--- src/rtl/oata_pkg.sv ---
// Shared constants and types of the octant arctangent core.
// No dependencies.
package oata_pkg;

  localparam int RATIO_SCALE = 640;
  localparam int TABLE_DEPTH = RATIO_SCALE + 1;
  localparam int Q_BITS      = $clog2(TABLE_DEPTH);
  localparam int IDX_W       = 10;
  localparam int CRD_W       = 32;
  localparam int ANG_W       = 16;

  localparam logic [ANG_W-1:0] ANG_Q0 = 16'h0000;
  localparam logic [ANG_W-1:0] ANG_Q1 = 16'h0400;
  localparam logic [ANG_W-1:0] ANG_Q2 = 16'h0800;
  localparam logic [ANG_W-1:0] ANG_Q3 = 16'h0C00;
  localparam logic [ANG_W-1:0] ANG_Q4 = 16'h1000;

  localparam logic CMD_COMPUTE = 1'b0;
  localparam logic CMD_WRITE   = 1'b1;

  // What travels with an item down the pipeline.
  typedef struct packed {
    logic             vld;
    logic             cmd;
    logic [IDX_W-1:0] idx;
    logic [ANG_W-1:0] val;
    logic             zero;
    logic             sub;
    logic [ANG_W-1:0] base;
  } meta_t;

endpackage

--- src/rtl/oata_cell.sv ---
// One restoring division cell: produces one quotient bit per item.
// Depends on oata_pkg.
module oata_cell (
  input  logic                         clk,
  input  logic                         rst_n,
  input  logic                         en,
  input  oata_pkg::meta_t              meta_i,
  input  logic [oata_pkg::CRD_W-1:0]   rem_i,
  input  logic [oata_pkg::CRD_W-1:0]   div_i,
  input  logic [oata_pkg::Q_BITS-1:0]  nb_i,
  input  logic [oata_pkg::Q_BITS-1:0]  quo_i,
  output oata_pkg::meta_t              meta_o,
  output logic [oata_pkg::CRD_W-1:0]   rem_o,
  output logic [oata_pkg::CRD_W-1:0]   div_o,
  output logic [oata_pkg::Q_BITS-1:0]  nb_o,
  output logic [oata_pkg::Q_BITS-1:0]  quo_o
);
  import oata_pkg::*;

  meta_t             meta_r;
  logic [CRD_W-1:0]  rem_r, rem_nxt, div_r;
  logic [Q_BITS-1:0] nb_r, quo_r;
  logic [CRD_W:0]    wide, diff;
  logic              ge;

  // The partial remainder stays below the divisor, so one bit more suffices.
  always_comb begin
    wide    = {rem_i, nb_i[Q_BITS-1]};
    diff    = wide - {1'b0, div_i};
    ge      = wide >= {1'b0, div_i};
    rem_nxt = ge ? diff[CRD_W-1:0] : wide[CRD_W-1:0];
  end

  always_ff @(posedge clk) begin
    if (!rst_n) begin
      meta_r.vld <= 1'b0;
    end else if (en) begin
      meta_r <= meta_i;
    end
  end

  always_ff @(posedge clk) begin
    if (en) begin
      rem_r <= rem_nxt;
      div_r <= div_i;
      nb_r  <= {nb_i[Q_BITS-2:0], 1'b0};
      quo_r <= {quo_i[Q_BITS-2:0], ge};
    end
  end

  assign meta_o = meta_r;
  assign rem_o  = rem_r;
  assign div_o  = div_r;
  assign nb_o   = nb_r;
  assign quo_o  = quo_r;

endmodule

--- config.mk ---
export PLATFORM = sky130hd
export DESIGN_NAME = oata_cell
export DESIGN_NICKNAME = d
export VERILOG_FILES = /design/src/rtl/oata_pkg.sv /design/src/rtl/oata_cell.sv
export SDC_FILE = /design/constraint.sdc
export NUM_CORES = 1
export LEC_CHECK = 0
export BUFFER_PORTS_ARGS = -buffer_cell sky130_fd_sc_hd__buf_2
export CAP_MARGIN = 20
export CELL_PAD_IN_SITES_DETAIL_PLACEMENT = 1
export CELL_PAD_IN_SITES_GLOBAL_PLACEMENT = 1
export CORE_ASPECT_RATIO = 0.75
export CORE_MARGIN = 4
export CORE_UTILIZATION = 38
export CTS_BUF_LIST = sky130_fd_sc_hd__clkbuf_4 sky130_fd_sc_hd__clkbuf_8
export CTS_CLUSTER_SIZE = 28
export DETAILED_ROUTE_END_ITERATION = 8
export PLACE_DENSITY = 0.85
export REMOVE_ABC_BUFFERS = 1
export SYNTH_ARGS = -nofsm -noshare
export SYNTH_HDL_FRONTEND = slang
export SYNTH_SLANG_ARGS = --single-unit
export TNS_END_PERCENT = 50
--- constraint.sdc ---
create_clock -name clk -period 3.7 [get_ports clk]
set_input_delay 0.185 -clock clk [delete_from_list [all_inputs] [get_ports clk]]
set_output_delay 0.185 -clock clk [all_outputs]
set_load 0.005 [all_outputs]
* Word-level counts from Yosys, hierarchy flattened
Cells that the tools add are included.
** Storage, ports and cells
- Bits in registers :: 129
- Output and inout bits :: 130
- Logic and storage cells :: 15
** Cells by class
- $add $sub $neg :: 1
- $lt $le $gt $ge :: 1
- Multiplexer cells :: 1
- Reductions and logical operators :: 1
** Operators by type and width (count)
- 33-bit by 32-bit greater-or-equal comparator with 1-bit output :: 1
- 32-bit 2-to-1 mux :: 1
- 32-bit subtractor :: 1
- 2-bit AND reduction :: 1

* Depth between registers and ports, before layout
- Depth in word-level cells :: 2
- Mapped depth :: 13

* Worst setup path after synthesis
OpenSTA, ideal clock, no wires.
- Path kind :: input to register
- From :: input div_i[7] in the netlist's numbering
- To :: register rem_r[13], in the netlist rem_o[13], data pin
- Setup time :: 262 ps
- Arrival time :: 2694 ps
- Data required time :: 3438 ps
- Path slack :: 744 ps
- Cell stages on the path :: 12
- Buffers on the path :: 2
- Path through :: inv_1 ha_1 buf_2 nand4_1 or4_1 a21oi_1 nor3_1 a211oi_2 o21ai_2 o31ai_4 buf_4 mux2_1
** On the way
- Longest elaborated chain between the ends :: 2
** RTL lines
- start, declared :: line oata_cell.sv:9 : input logic [oata_pkg::CRD_W-1:0] div_i,
- 32-bit subtractor / 33-bit by 32-bit greater-or-equal comparator with 1-bit output (equally long branches) :: line oata_cell.sv:29, oata_cell.sv:30
- 32-bit 2-to-1 mux * :: line oata_cell.sv:31 : rem_nxt = ge ? diff[CRD_W-1:0] : wide[CRD_W-1:0];
- named net rem_nxt[13] :: line oata_cell.sv:21 : logic [CRD_W-1:0] rem_r, rem_nxt, div_r;
- end signal, assigned :: line oata_cell.sv:44 : rem_r <= rem_nxt;
- end, declared :: line oata_cell.sv:21
The timed path passes the listed nets; every way through them passes the cells marked *.
A chain may end at the register's enable or synchronous reset.

* Worst setup path in the final report
- From :: input div_i[5] in the netlist's numbering
- To :: register rem_r[7], in the netlist rem_o[7], data pin
The elaborated chain is that of the path after synthesis.

==> summary.txt <==
Outcome
  • Outcome: completed

Final layout
  • Syn-to-layout area delta: 47.0%
  • Layout cells sized above 1: 36.2%
  • Final std cells w/o fill: 1056
  • Post-layout util: 58.0%
  • Register area: 3860 um2
  • Multi-input gate area: 2020 um2
  • Fin nets: 1004
  • Layout filler cell count: 1662

Global routing
  • First-pass GRT wire length: 35.2 mm
  • GR Util All Layers: 25.2%
  • Initial antenna violation count: 1
  • Vias in the first global route: 6060
  • Total grt overflow: 0
  • Largest net degree at the start of global routing: 56

STA
  • WHS: 0.0422 ns
  • Slew headroom: 34.1%
  • Max Slew Vio Count: 0
  • Worst Skew: 0 ns
  • Crit path time final: 3.58 ns
  • Endpoints failing hold: 0
  • Setup-failing EPs final: 0
  • Worst-margin pin slew: 0.988 ns
  • Total negative slack: 0 ns
  • Highest clock rate: 279 MHz
  • RSZ-0062 raised after global routing: no
  • Fin crit share: 96.7%

Synth
  • Synth Flop Type: edfxtp_1
  • Seq cells post-synth: 129
  • Ys async rst share: 0%
  • Unique masters post-synth: 49
  • Synthesis warning total: 0
  • Post-Synth XOR/XNOR Area: 3.87%
  • Count of flip-flops with a built-in enable after synthesis: 128
  • Post-Synthesis Cells: 477
  • Mapped Area: 6100 um2
  • Synthesized-area fraction occupied by adder cells: 6.89%
  • Avg Cell Area, Syn: 12.8 um2
  • Post-synthesis simple-gate area fraction: 7.62%
  • Main combinational cell family by area after synthesis: compound AO/OA/AOI/OAI gates
  • Complex-gate fraction of the synthesized area: 12.1%
  • Seq/Total Area, Yosys: 63.3%
  • Mux share of post-synthesis cell area: 2.34%

Floorplan
  • Core Rows: 39
  • Vert. Die Dim: 118 um
  • Die area: 18200 um2
  • Io pins: 263
  • Die X: 154 um
  • Core area: 15500 um2
  • Initial Utilization: 39.5%

CTS
  • CTS tree: done
  • CTS max path bufs: 2
  • Post-CTS Setup Inserts: 0
  • Clk Latency, worst-skew pair: 0.45 ns
  • # H-tree levels: 4
  • Num CTS Buffers: 17
  • Root Buffer Master: clkbuf_8
  • Clock Sinks: 129
  • CTS clk-pin slew, worst paths: 0.08 ns

Pwr
  • Leakage: 3.94 nW
  • Max VDD drop: 0.204 mV
  • Cell Pwr Density: 424 nW/um2

Detailed routing
  • Vias per cell: 5.06
  • Drt wl/cell: 22.1 um
  • Pre-Repair DR Iteration Count: 4
  • Initial DRC Count: 338
  • WL final: 23.3 mm
  • Post-route ant nets: 0
  • Total number of vias: 5340
  • # DRC: 0

Setup path
  • Worst setup SP type: primary input
  • Critical Path RT: 3.90 ns
  • R2R Path Start: meta_o[45]
  • Worst setup EP type: flip-flop
  • Critical path type: in -> reg
  • Crit. Startpoint: div_i[5]
  • Worst-path fanout max: 27
  • Worst Path Arrival: 3.78 ns

Placement
  • Placed Cells: 926
  • IO buf count: 260
  • Hpwl dp: 14.8 mm
  • GPL Wtd Cong: 0.848

Run
  • Max Cap Viol: 0

Worst hold path
  • Worst Min Path Start: rem_i[25]
  • HP Class: in -> reg
==> cell type report <==
class,instances,area share (%)
flip-flops and latches,129,43.1
repair buffers,360,25.9
multi-input cells,292,22.5
well taps,205,2.86
clock buffers,18,2.69
inverters,38,1.59
clock inverters,13,1.31
diodes,1,0.0279
==> per-stage QoR <==
step | setup slack, ns | area (um2) | power [mW]
after floorplan | 0.0947 | 6010 | 2.20
after global placement | 0.233 | 7600 | 2.52
after detailed placement | 0.0542 | 7600 | 2.55
after CTS | 0.140 | 8930 | 3.77
after global routing | 0.0360 | 8970 | 3.98
final | 0.122 | 8970 | 3.80
==> kinds of logic after synthesis <==
logic type | Yosys count
flops | 129
compound gates | 118
xor+xnor | 27
mux | 13
buf+inv | 56
other cells | 1
simple gates | 100
fa+ha+maj | 33
==> worst max-delay path, cell delays in order <==
cell and delay (ns):
dlygate4sd3_1 0.55, buf_2 0.14, inv_1 0.05, ha_1 0.41, nand4_1 0.20, or4_1 0.55, a21oi_1 0.14, nor3_1 0.11
a211oi_2 0.26, o21ai_2 0.18, o31ai_4 0.36, buf_12 0.23, mux2_2 0.37
==> final timing paths <==
kind,slack [ns],to,cells after the start
max,0.12,rem_o[7],13
min reg2reg,1.16,meta_o[45],3
min,0.04,rem_o[26],2
max reg2reg,2.46,meta_o[45],3
==> sequential cells by signal (all words and copies together) (netlist names) <==
signal	flops
rem_o	32
meta_o	46
quo_o	10
nb_o	9
div_o	32
==> per-layer routing <==
metal  part of all wire, %  wire length (um)  vias to the layer above  GRT usage, %
met5                     0                 0                        -             0
met4                   2.5               574                        0          8.49
met3                   5.7              1340                       37          6.28
met2                    53             12300                      219          46.7
met1                    39              9060                     2602          28.1
li1                      -                 -                     2482             -
==> cell usage in the layout (no fill, tap or decap), types with 5 or more instances in the layout <==
cell and count:
buf_2 259, edfxtp_1 128, dlygate4sd3_1 97, a21oi_1 54, inv_1 38, nor2_1 36, ha_1 31, nand2_1 27
clkbuf_8 17, o21ai_0 16, xnor2_1 16, a21o_1 12, xor2_1 11, nand3_1 8, nand4_1 7, o21a_1 6
mux2_2 6, clkinv_4 5
==> synth_stat cells (6+ instances only) <==
library cell	count	area, um2
xnor2_1	16	140
o21ai_0	16	80.1
inv_1	38	143
o21a_1	6	45.0
xor2_1	11	96.3
nand4_1	7	43.8
nand3_1	8	40.0
mux2_2	6	67.6
nor2_1	36	135
buf_2	8	40.0
a21oi_1	54	270
nand2_1	27	101
ha_1	32	400
a21o_1	12	90.1
edfxtp_1	128	3840
==> what timing repair did <==
item,in CTS,in global routing
hold buffers,97,0
gates resized for setup,0,3
endpoints found under the setup margin,0,3
hold endpoints to repair,96,0
==> power by group <==
| part | leakage [nW] | switching [mW] | internal, mW |
|---|---|---|---|
| sequential | 1.24 | 0.0470 | 1.78 |
| combinational | 2.52 | 0.443 | 0.387 |
| clock | 0.172 | 0.614 | 0.532 |
| total | 3.94 | 1.10 | 2.70 |
No activity file was read; power rests on OpenSTA's default activity.
